**config.mk**
```make
export PLATFORM = sky130hd
export DESIGN_NAME = block_delta_encoder_unit
export DESIGN_NICKNAME = d
export VERILOG_FILES = /design/src/hw/rtl/bde_pkg.sv /design/src/hw/rtl/bde_queue.sv /design/src/hw/rtl/bde_front.sv /design/src/hw/rtl/bde_back.sv /design/src/hw/rtl/block_delta_encoder_unit.sv
export SDC_FILE = /design/constraint.sdc
export NUM_CORES = 2
export LEC_CHECK = 0
export BUFFER_PORTS_ARGS = -buffer_cell sky130_fd_sc_hd__clkbuf_2
export CAP_MARGIN = 20
export CORE_UTILIZATION = 51
export CTS_CLUSTER_SIZE = 10
export DETAILED_ROUTE_END_ITERATION = 10
export GPL_TIMING_DRIVEN = 0
export PLACE_DENSITY = 0.77
export SYNTH_ARGS = -nofsm -noshare
export SYNTH_HDL_FRONTEND = slang
export SYNTH_HIERARCHICAL = 1
export SYNTH_SLANG_ARGS = --single-unit
```
**constraint.sdc**
```tcl
create_clock -name clk_i -period 10.2 [get_ports clk_i]
set_input_delay 2.04 -clock clk_i [delete_from_list [all_inputs] [get_ports clk_i]]
set_output_delay 2.04 -clock clk_i [all_outputs]
set_load 0.1 [all_outputs]
```
**src/hw/rtl/bde_pkg.sv**
```systemverilog
// shared constants, types and state encoding of the block delta encoder
// no dependencies; imported by bde_queue, bde_front, bde_back and the top level
`default_nettype none

package bde_pkg;

  localparam int unsigned WORDS_PER_BLOCK = 32;
  localparam int unsigned IDX_W = (WORDS_PER_BLOCK > 1) ? $clog2(WORDS_PER_BLOCK) : 1;
  localparam int unsigned CNT_W = $clog2(WORDS_PER_BLOCK + 1);

  localparam int unsigned QUEUE_DEPTH = 2;
  localparam int unsigned QPTR_W = (QUEUE_DEPTH > 1) ? $clog2(QUEUE_DEPTH) : 1;
  localparam int unsigned QCNT_W = $clog2(QUEUE_DEPTH + 1);

  localparam logic [3:0] FULL_BYTES = 4'd8;
  localparam logic [3:0] FLAG_BYTES = 4'd1;

  typedef struct packed {
    logic [63:0] word;
    logic [3:0]  nbytes;
    logic        differs;
    logic        last;
  } entry_t;

  typedef enum logic [1:0] {
    ST_COLLECT,
    ST_FLAG,
    ST_READ,
    ST_EMIT
  } back_state_e;

endpackage

`default_nettype wire

```
**src/hw/rtl/bde_queue.sv**
```systemverilog
// short item queue between the front and back parts
// depends on bde_pkg for the entry type and depth
`default_nettype none

module bde_queue
  import bde_pkg::*;
(
  input  wire logic   clk_i,
  input  wire logic   rst_ni,
  input  wire logic   push_i,
  input  wire entry_t push_entry_i,
  output logic        full_o,
  input  wire logic   pop_i,
  output entry_t      pop_entry_o,
  output logic        valid_o
);

  entry_t              slots_q [QUEUE_DEPTH];
  logic [QPTR_W-1:0]   wr_ptr_q, wr_ptr_d;
  logic [QPTR_W-1:0]   rd_ptr_q, rd_ptr_d;
  logic [QCNT_W-1:0]   cnt_q, cnt_d;
  logic                do_push, do_pop;

  assign full_o      = (cnt_q == QCNT_W'(QUEUE_DEPTH));
  assign valid_o     = (cnt_q != '0);
  assign pop_entry_o = slots_q[rd_ptr_q];
  assign do_push     = push_i && !full_o;
  assign do_pop      = pop_i && valid_o;

  always_comb begin
    wr_ptr_d = wr_ptr_q;
    rd_ptr_d = rd_ptr_q;
    cnt_d    = cnt_q;
    if (do_push) begin
      wr_ptr_d = (wr_ptr_q == QPTR_W'(QUEUE_DEPTH - 1)) ? '0 : wr_ptr_q + QPTR_W'(1);
    end
    if (do_pop) begin
      rd_ptr_d = (rd_ptr_q == QPTR_W'(QUEUE_DEPTH - 1)) ? '0 : rd_ptr_q + QPTR_W'(1);
    end
    if (do_push && !do_pop) begin
      cnt_d = cnt_q + QCNT_W'(1);
    end else if (do_pop && !do_push) begin
      cnt_d = cnt_q - QCNT_W'(1);
    end
  end

  always_ff @(posedge clk_i or negedge rst_ni) begin
    if (!rst_ni) begin
      wr_ptr_q <= '0;
      rd_ptr_q <= '0;
      cnt_q    <= '0;
    end else begin
      wr_ptr_q <= wr_ptr_d;
      rd_ptr_q <= rd_ptr_d;
      cnt_q    <= cnt_d;
    end
  end

  always_ff @(posedge clk_i) begin
    if (do_push) begin
      slots_q[wr_ptr_q] <= push_entry_i;
    end
  end

endmodule

`default_nettype wire

```
**src/hw/rtl/bde_front.sv**
```systemverilog
// front part: accepts input items, trims the byte count, masks and compares
// depends on bde_pkg; feeds bde_queue
`default_nettype none

module bde_front
  import bde_pkg::*;
(
  input  wire logic        in_valid_i,
  output logic             in_stall_o,
  input  wire logic [63:0] state_word_i,
  input  wire logic [3:0]  valid_bytes_i,
  input  wire logic [63:0] base_word_i,
  input  wire logic        base_covers_i,
  input  wire logic        final_word_i,
  input  wire logic        q_full_i,
  output logic             push_o,
  output entry_t           push_entry_o
);

  logic [3:0]  nbytes;
  logic [63:0] mask;

  assign in_stall_o = q_full_i;
  assign push_o     = in_valid_i && !q_full_i;

  always_comb begin
    if (!final_word_i) begin
      nbytes = FULL_BYTES;
    end else if (valid_bytes_i == 4'd0) begin
      nbytes = FLAG_BYTES;
    end else if (valid_bytes_i > FULL_BYTES) begin
      nbytes = FULL_BYTES;
    end else begin
      nbytes = valid_bytes_i;
    end
  end

  always_comb begin
    for (int b = 0; b < 8; b++) begin
      mask[b*8 +: 8] = (4'(b) < nbytes) ? 8'hff : 8'h00;
    end
  end

  always_comb begin
    push_entry_o.word    = state_word_i & mask;
    push_entry_o.nbytes  = nbytes;
    push_entry_o.differs = !base_covers_i || (((state_word_i ^ base_word_i) & mask) != '0);
    push_entry_o.last    = final_word_i;
  end

endmodule

`default_nettype wire

```
**src/hw/rtl/bde_back.sv**
```systemverilog
// back part: block store, block bookkeeping and result sequencing
// depends on bde_pkg; drains bde_queue and drives the output register
`default_nettype none

module bde_back
  import bde_pkg::*;
(
  input  wire logic   clk_i,
  input  wire logic   rst_ni,
  input  wire logic   q_valid_i,
  input  wire entry_t q_entry_i,
  output logic        q_pop_o,
  output logic        out_valid_o,
  input  wire logic   out_stall_i,
  output logic        is_flag_o,
  output logic [63:0] payload_o,
  output logic [3:0]  byte_count_o,
  output logic        run_last_o,
  output logic        stream_last_o
);

  back_state_e        state_q, state_d;
  logic [63:0]        block_store_q [WORDS_PER_BLOCK];
  logic [63:0]        rd_data_q;
  logic [CNT_W-1:0]   wc_q, wc_d;
  logic [IDX_W-1:0]   rd_idx_q, rd_idx_d;
  logic               diff_q, diff_d;
  logic [3:0]         tail_q, tail_d;
  logic               fin_q, fin_d;

  logic               out_valid_q, out_valid_d;
  logic               is_flag_q, is_flag_d;
  logic [63:0]        payload_q, payload_d;
  logic [3:0]         byte_count_q, byte_count_d;
  logic               run_last_q, run_last_d;
  logic               stream_last_q, stream_last_d;

  logic               out_free, pop, closes, last_lit, mem_we, mem_re, load;

  assign out_free = !out_valid_q || !out_stall_i;
  assign pop      = (state_q == ST_COLLECT) && q_valid_i;
  assign closes   = q_entry_i.last || (wc_q == CNT_W'(WORDS_PER_BLOCK - 1));
  assign last_lit = (CNT_W'(rd_idx_q) + CNT_W'(1)) == wc_q;
  assign mem_we   = pop;
  assign mem_re   = (state_q == ST_READ);
  assign q_pop_o  = pop;

  // next state
  always_comb begin
    state_d = state_q;
    unique case (state_q)
      ST_COLLECT: begin
        if (pop && closes) begin
          state_d = ST_FLAG;
        end
      end
      ST_FLAG: begin
        if (out_free) begin
          state_d = diff_q ? ST_READ : ST_COLLECT;
        end
      end
      ST_READ: begin
        state_d = ST_EMIT;
      end
      ST_EMIT: begin
        if (out_free) begin
          state_d = last_lit ? ST_COLLECT : ST_READ;
        end
      end
      default: begin
        state_d = ST_COLLECT;
      end
    endcase
  end

  // bookkeeping and output register loads
  always_comb begin
    wc_d          = wc_q;
    rd_idx_d      = rd_idx_q;
    diff_d        = diff_q;
    tail_d        = tail_q;
    fin_d         = fin_q;
    load          = 1'b0;
    is_flag_d     = is_flag_q;
    payload_d     = payload_q;
    byte_count_d  = byte_count_q;
    run_last_d    = run_last_q;
    stream_last_d = stream_last_q;
    unique case (state_q)
      ST_COLLECT: begin
        if (pop) begin
          wc_d   = wc_q + CNT_W'(1);
          diff_d = diff_q | q_entry_i.differs;
          tail_d = q_entry_i.nbytes;
          fin_d  = q_entry_i.last;
        end
      end
      ST_FLAG: begin
        if (out_free) begin
          load          = 1'b1;
          is_flag_d     = 1'b1;
          payload_d     = {63'd0, diff_q};
          byte_count_d  = FLAG_BYTES;
          run_last_d    = !diff_q;
          stream_last_d = !diff_q && fin_q;
          rd_idx_d      = '0;
          if (!diff_q) begin
            wc_d   = '0;
            diff_d = 1'b0;
            tail_d = FULL_BYTES;
            fin_d  = 1'b0;
          end
        end
      end
      ST_READ: begin
      end
      ST_EMIT: begin
        if (out_free) begin
          load          = 1'b1;
          is_flag_d     = 1'b0;
          payload_d     = rd_data_q;
          byte_count_d  = last_lit ? tail_q : FULL_BYTES;
          run_last_d    = last_lit;
          stream_last_d = last_lit && fin_q;
          if (last_lit) begin
            wc_d   = '0;
            diff_d = 1'b0;
            tail_d = FULL_BYTES;
            fin_d  = 1'b0;
          end else begin
            rd_idx_d = rd_idx_q + IDX_W'(1);
          end
        end
      end
      default: begin
      end
    endcase
    out_valid_d = load || (out_valid_q && out_stall_i);
  end

  always_ff @(posedge clk_i or negedge rst_ni) begin
    if (!rst_ni) begin
      state_q     <= ST_COLLECT;
      wc_q        <= '0;
      rd_idx_q    <= '0;
      diff_q      <= 1'b0;
      tail_q      <= FULL_BYTES;
      fin_q       <= 1'b0;
      out_valid_q <= 1'b0;
    end else begin
      state_q     <= state_d;
      wc_q        <= wc_d;
      rd_idx_q    <= rd_idx_d;
      diff_q      <= diff_d;
      tail_q      <= tail_d;
      fin_q       <= fin_d;
      out_valid_q <= out_valid_d;
    end
  end

  always_ff @(posedge clk_i) begin
    is_flag_q     <= is_flag_d;
    payload_q     <= payload_d;
    byte_count_q  <= byte_count_d;
    run_last_q    <= run_last_d;
    stream_last_q <= stream_last_d;
  end

  // block store, one write and one registered read port
  always_ff @(posedge clk_i) begin
    if (mem_we) begin
      block_store_q[wc_q[IDX_W-1:0]] <= q_entry_i.word;
    end
    if (mem_re) begin
      rd_data_q <= block_store_q[rd_idx_q];
    end
  end

  assign out_valid_o   = out_valid_q;
  assign is_flag_o     = is_flag_q;
  assign payload_o     = payload_q;
  assign byte_count_o  = byte_count_q;
  assign run_last_o    = run_last_q;
  assign stream_last_o = stream_last_q;

endmodule

`default_nettype wire

```
**src/hw/rtl/block_delta_encoder_unit.sv**
```systemverilog
// Block delta encoder. Snapshot words are compared with the reference word at the same
// offset and gathered into blocks of 32 words; a block closes when full or on the final
// word. A block that fully matched a covering reference gives one flag item of value 0;
// any other gives a flag item of value 1 followed by its words as literals, bytes above
// the valid count zeroed. Input words enter one per cycle, unless the queue is full, into a
// two-entry queue while the back part collects them into the block store. Once a block
// closes, the back part stops taking words until it has sent the flag and, for a differing
// block, each literal, which is read from the block store into a read register before it
// reaches the output register. Results sit in that output register: while the last result
// of a block is stalled the next block's words keep flowing, but a stalled flag or literal
// holds the back part and the input stalls once the queue holds two words.
// top level; depends on bde_pkg, bde_front, bde_queue and bde_back
`default_nettype none

module block_delta_encoder_unit
  import bde_pkg::*;
(
  input  wire logic        clk_i,
  input  wire logic        rst_ni,
  input  wire logic        in_valid_i,
  output logic             in_stall_o,
  input  wire logic [63:0] state_word_i,
  input  wire logic [3:0]  valid_bytes_i,
  input  wire logic [63:0] base_word_i,
  input  wire logic        base_covers_i,
  input  wire logic        final_word_i,
  output logic             out_valid_o,
  input  wire logic        out_stall_i,
  output logic             is_flag_o,
  output logic [63:0]      payload_o,
  output logic [3:0]       byte_count_o,
  output logic             run_last_o,
  output logic             stream_last_o
);

  logic   q_full, q_push, q_pop, q_valid;
  entry_t push_entry, pop_entry;

  bde_front u_front (
    .in_valid_i    (in_valid_i),
    .in_stall_o    (in_stall_o),
    .state_word_i  (state_word_i),
    .valid_bytes_i (valid_bytes_i),
    .base_word_i   (base_word_i),
    .base_covers_i (base_covers_i),
    .final_word_i  (final_word_i),
    .q_full_i      (q_full),
    .push_o        (q_push),
    .push_entry_o  (push_entry)
  );

  bde_queue u_queue (
    .clk_i        (clk_i),
    .rst_ni       (rst_ni),
    .push_i       (q_push),
    .push_entry_i (push_entry),
    .full_o       (q_full),
    .pop_i        (q_pop),
    .pop_entry_o  (pop_entry),
    .valid_o      (q_valid)
  );

  bde_back u_back (
    .clk_i         (clk_i),
    .rst_ni        (rst_ni),
    .q_valid_i     (q_valid),
    .q_entry_i     (pop_entry),
    .q_pop_o       (q_pop),
    .out_valid_o   (out_valid_o),
    .out_stall_i   (out_stall_i),
    .is_flag_o     (is_flag_o),
    .payload_o     (payload_o),
    .byte_count_o  (byte_count_o),
    .run_last_o    (run_last_o),
    .stream_last_o (stream_last_o)
  );

endmodule

`default_nettype wire

```
==> impl_metrics.csv <==
group,metric,value,unit
run_status,run_status,"complete, no violations",
critical_path,start_kind,"flip-flop",
floorplanning,core_area,175000,µm²
clock_tree,postCtsSetupRepairBufs,0,
synthesis,ys_ff_latch,2347,
synthesis,synth_area_per_cell,24.3,µm²
sta,drv_slew,0,
sta,setup_ws,5.87,ns
synthesis,yosys.area_share.simple,1.65,%
final_layout,drive_gt1_share,35.8,%
drt,wl_per_cell,39.0,µm
clock_tree,cts_resized,0,
final_layout,final_cell_area,105000,µm²
synthesis,synth_area_leader_cell,"edfxtp_1",
synthesis,muxShareOfSynthArea,18.0,%
sta,max_freq,231,MHz
run,cap_viol_max_count,0,
floorplanning,die_w,423,µm
floorplanning,die_h,423,µm
power,p_leak,0.0328,µW
critical_path,worstPathArrival,2.29,ns
hold_path,hold_path_depth,2,
synthesis,yosys.area.top_type_share,77.3,%
floorplanning,rows,153,
clock_tree,ctsHoldBuffers,0,
floorplanning,dieArea,179000,µm²
drt,antenna_left,0,
power,cellPowerDensity,278,nW/µm²
placed_design,port-buffer-count,210,
global_routing,overflow,0,
power,power_switching,8950,µW
critical_path,r2r_start,"u_back/rd_idx_q[1]",
floorplanning,start_util,51.6,%
hold_path,min_delay_worst_endpoint,"u_back/tail_q[3]",
sta,grt_setup_unrepaired,"false",
placed_design,place_area,96900,µm²
drt,vias_per_cell,6.87,
final_layout,areaGrowthSynthToFinish,16.0,%
power,clock_power_share,30.3,%
clock_tree,clk_path_buf_depth,4,
drt,first_pass_iters,8,
sta,hold_viol_final,0,
synthesis,synth-edff-count,2323,
hold_path,worstHoldPathType,"flip-flop to flip-flop",
power,p_seq_share,43.9,%
critical_path,r2r-end,"u_back/rd_data_q[0]",
sta,finalCritPeriodShare,42.4,%
clock_tree,cts_tree,"yes",
synthesis,netlist_area,90200,µm²
critical_path,endpoint_kind,"output port",
drt,vias,46200,
synthesis,synth_top_cells_by_count,"2323 x edfxtp_1, 640 x mux4_2, 99 x and2_1",
synthesis,async_flop_share,1.02,%
global_routing,grt_max_degree,45,
synthesis,ys_seq_area_share,78.0,%
sta,post-route-min-period,4.33,ns
placed_design,pre_cts_ws,5.24,ns
sta,worst_slew_pin_slew,1.23,ns
hold_path,min-delay-start,"u_back/tail_q[3]",
global_routing,globalRouteTotalUtil,29.4,%
placed_design,hpwl,151000,µm
floorplanning,ios,211,
synthesis,yosys.cell_count.top_type,"edfxtp_1",
sta,skew,0.0735,ns
synthesis,yosysWarnings,6,
power,peakVddDrop,0.232,mV
final_layout,regArea,70400,µm²
final_layout,nets,4489,
synthesis,synth_top_family_by_area,"multiplexers",
synthesis,synthTopCellsByArea,"edfxtp_1 77%, mux4_2 16%, mux2_4 1.1%",
critical_path,path_class,"flip-flop to output port",
clock_tree,cts-root-buf,"clkbuf_16",
placed_design,gp_congestion,0.803,
global_routing,grt_first_pass_wirelength,363000,µm
drt,wirelength,262000,µm
synthesis,netlist_instances,3718,
clock_tree,cts-htree-levels,5,
sta,finalSetupTns,0,ns
final_layout,multi_input_area,19100,µm²
drt,drc,0,
sta,relSlewSlack,17.8,%
power,netSwitchingFraction,30.7,%
final_layout,fillers,11100,
drt,initialDrtViolationCount,6762,
critical_path,ff2ff_path_depth,7,
synthesis,syn_nets,3867,
clock_tree,path_clk_slew,0.06,ns
clock_tree,cts.sinks,2347,
synthesis,synth_adder_area_share,0.153,%
synthesis,yosysUniqueCellTypes,52,
critical_path,required,8.16,ns
power,internal_power,20200,µW
global_routing,antenna_found_initial,12,
power,p_comb_share,25.8,%
synthesis,synthFlopType,"edfxtp_1",
critical_path,rrSetupSlack,5.87,ns
synthesis,synth_compound_area_share,0.308,%
clock_tree,insertion_delay,0.94,ns
synthesis,synth_xor_area_share,0.728,%
clock_tree,numCtsBuffers,287,
global_routing,grt_pass1_vias,48100,
sta,finalSetupViolCount,0,
critical_path,cp_max_fo,4,
-- worst max-delay path, stage by stage, from the launching register on --
cell      delay [ns]
dfrtp_1         0.43
nand2b_1        0.24
inv_1           0.14
buf_4           0.12
clkbuf_2        0.45
-- through the flow --
| stage | utilization (%) | total power, µW | hold WS (ns) | std cells |
|---|---|---|---|---|
| floorplan | - | 17700 | 0.453 | 3718 |
| global placement | 53.9 | 19800 | 0.471 | 6253 |
| detailed placement | 55.4 | 20100 | 0.471 | 6367 |
| CTS | 59.8 | 29100 | 0.480 | 6701 |
| global route | 59.9 | 29700 | 0.497 | 6719 |
| finish | 59.9 | 29100 | 0.479 | 6725 |
-- area by class of cell --
cell class	instances	share of cell area, %
Timing Repair Buffer	333	3.45
Clock buffer	325	7.20
Inverter	14	0.0526
Multi-Input combinational cell	1168	18.2
Tap cell	2325	2.78
Sequential cell	2347	67.2
Antenna cell	15	0.0359
Buffer	189	0.954
Clock inverter	9	0.0550
-- power by group through the flow --
| stage | Clock (µW) | Sequential [µW] | Combinational [µW] |
|---|---|---|---|
| floorplan | 0 | 13800 | 3880 |
| global placement | 0 | 13000 | 6760 |
| detailed placement | 0 | 12900 | 7200 |
| CTS | 8880 | 12800 | 7440 |
| global route | 9190 | 12800 | 7710 |
| finish | 8810 | 12800 | 7520 |
-- layer usage --
layer  track usage, %  vias to the layer above  routed length [µm]
li1                 -                    16900                   -
met1             33.5                    23800               81000
met2             49.2                     4287              131000
met3             6.81                     1193               28400
met4             21.0                        8               21900
met5                0                        -                  51
-- worst max path at each step --
| stage | startpoint | endpoint | slack [ns] |
|---|---|---|---|
| after floorplan | in_valid_i | u_queue/slots_q[0][0] | 4.50 |
| after global placement | u_back/state_q[0] | u_back/block_store_q[18][38] | 1.02 |
| after detailed placement | valid_bytes_i[2] | u_queue/slots_q[1][1] | 5.24 |
| after CTS | u_back/rd_idx_q[1] | u_back/rd_data_q[19] | 5.85 |
| after global routing | u_queue/cnt_q[0] | in_stall_o | 5.84 |
| final | u_queue/cnt_q[0] | in_stall_o | 5.87 |
-- placed cells by master (no fill, tap or decap), types with 8 or more instances in the layout --
master     Yosys  routed
edfxtp_1    2323    2323
mux2_2        69      69
nor2b_1        8       8
buf_8          0       9
xnor2_1       68      68
ha_1          11      10
inv_1         14      13
buf_4         12      12
mux2_4        69      69
dfrtp_1       23      23
clkbuf_16      0     297
mux4_2       640     640
a21oi_1       13      13
nand3_1       10      10
nand2_1       25      25
and2_2         8       8
diode_2        0      15
nor3_1         9       8
nand4_1       19      19
and2b_2        8       8
buf_12         7      91
buf_1         16      14
o21ai_0       10       9
buf_16         0      25
nor2_4         0      33
buf_6          6      11
clkbuf_2       0     212
nor2_1        45      12
and2_1        99      99
clkbuf_1      84     110
buf_2         64      66
-- registers in the layout, summed over array words and instances (netlist names), 2 cells and up --
signal                flops
u_back/block_store_q   2048
u_back/byte_count_o       4
u_back/payload_o         64
u_back/rd_data_q         64
u_back/rd_idx_q           5
u_back/state_q            2
u_back/tail_q             4
u_back/wc_q               6
u_queue/cnt_q             2
u_queue/slots_q         140
-- logic make-up (layout without fill, tap and decap cells) --
group,after synthesis,count (layout)
flip-flops,2347,2347
buffers and inverters,203,870
other,0,15
AO/OA/AOI/OAI,43,43
multiplexers,780,780
adder cells (fa/ha/maj),11,11
XOR/XNOR,75,75
AND/OR/NAND/NOR,259,259
(Power assumes the default switching activity.)
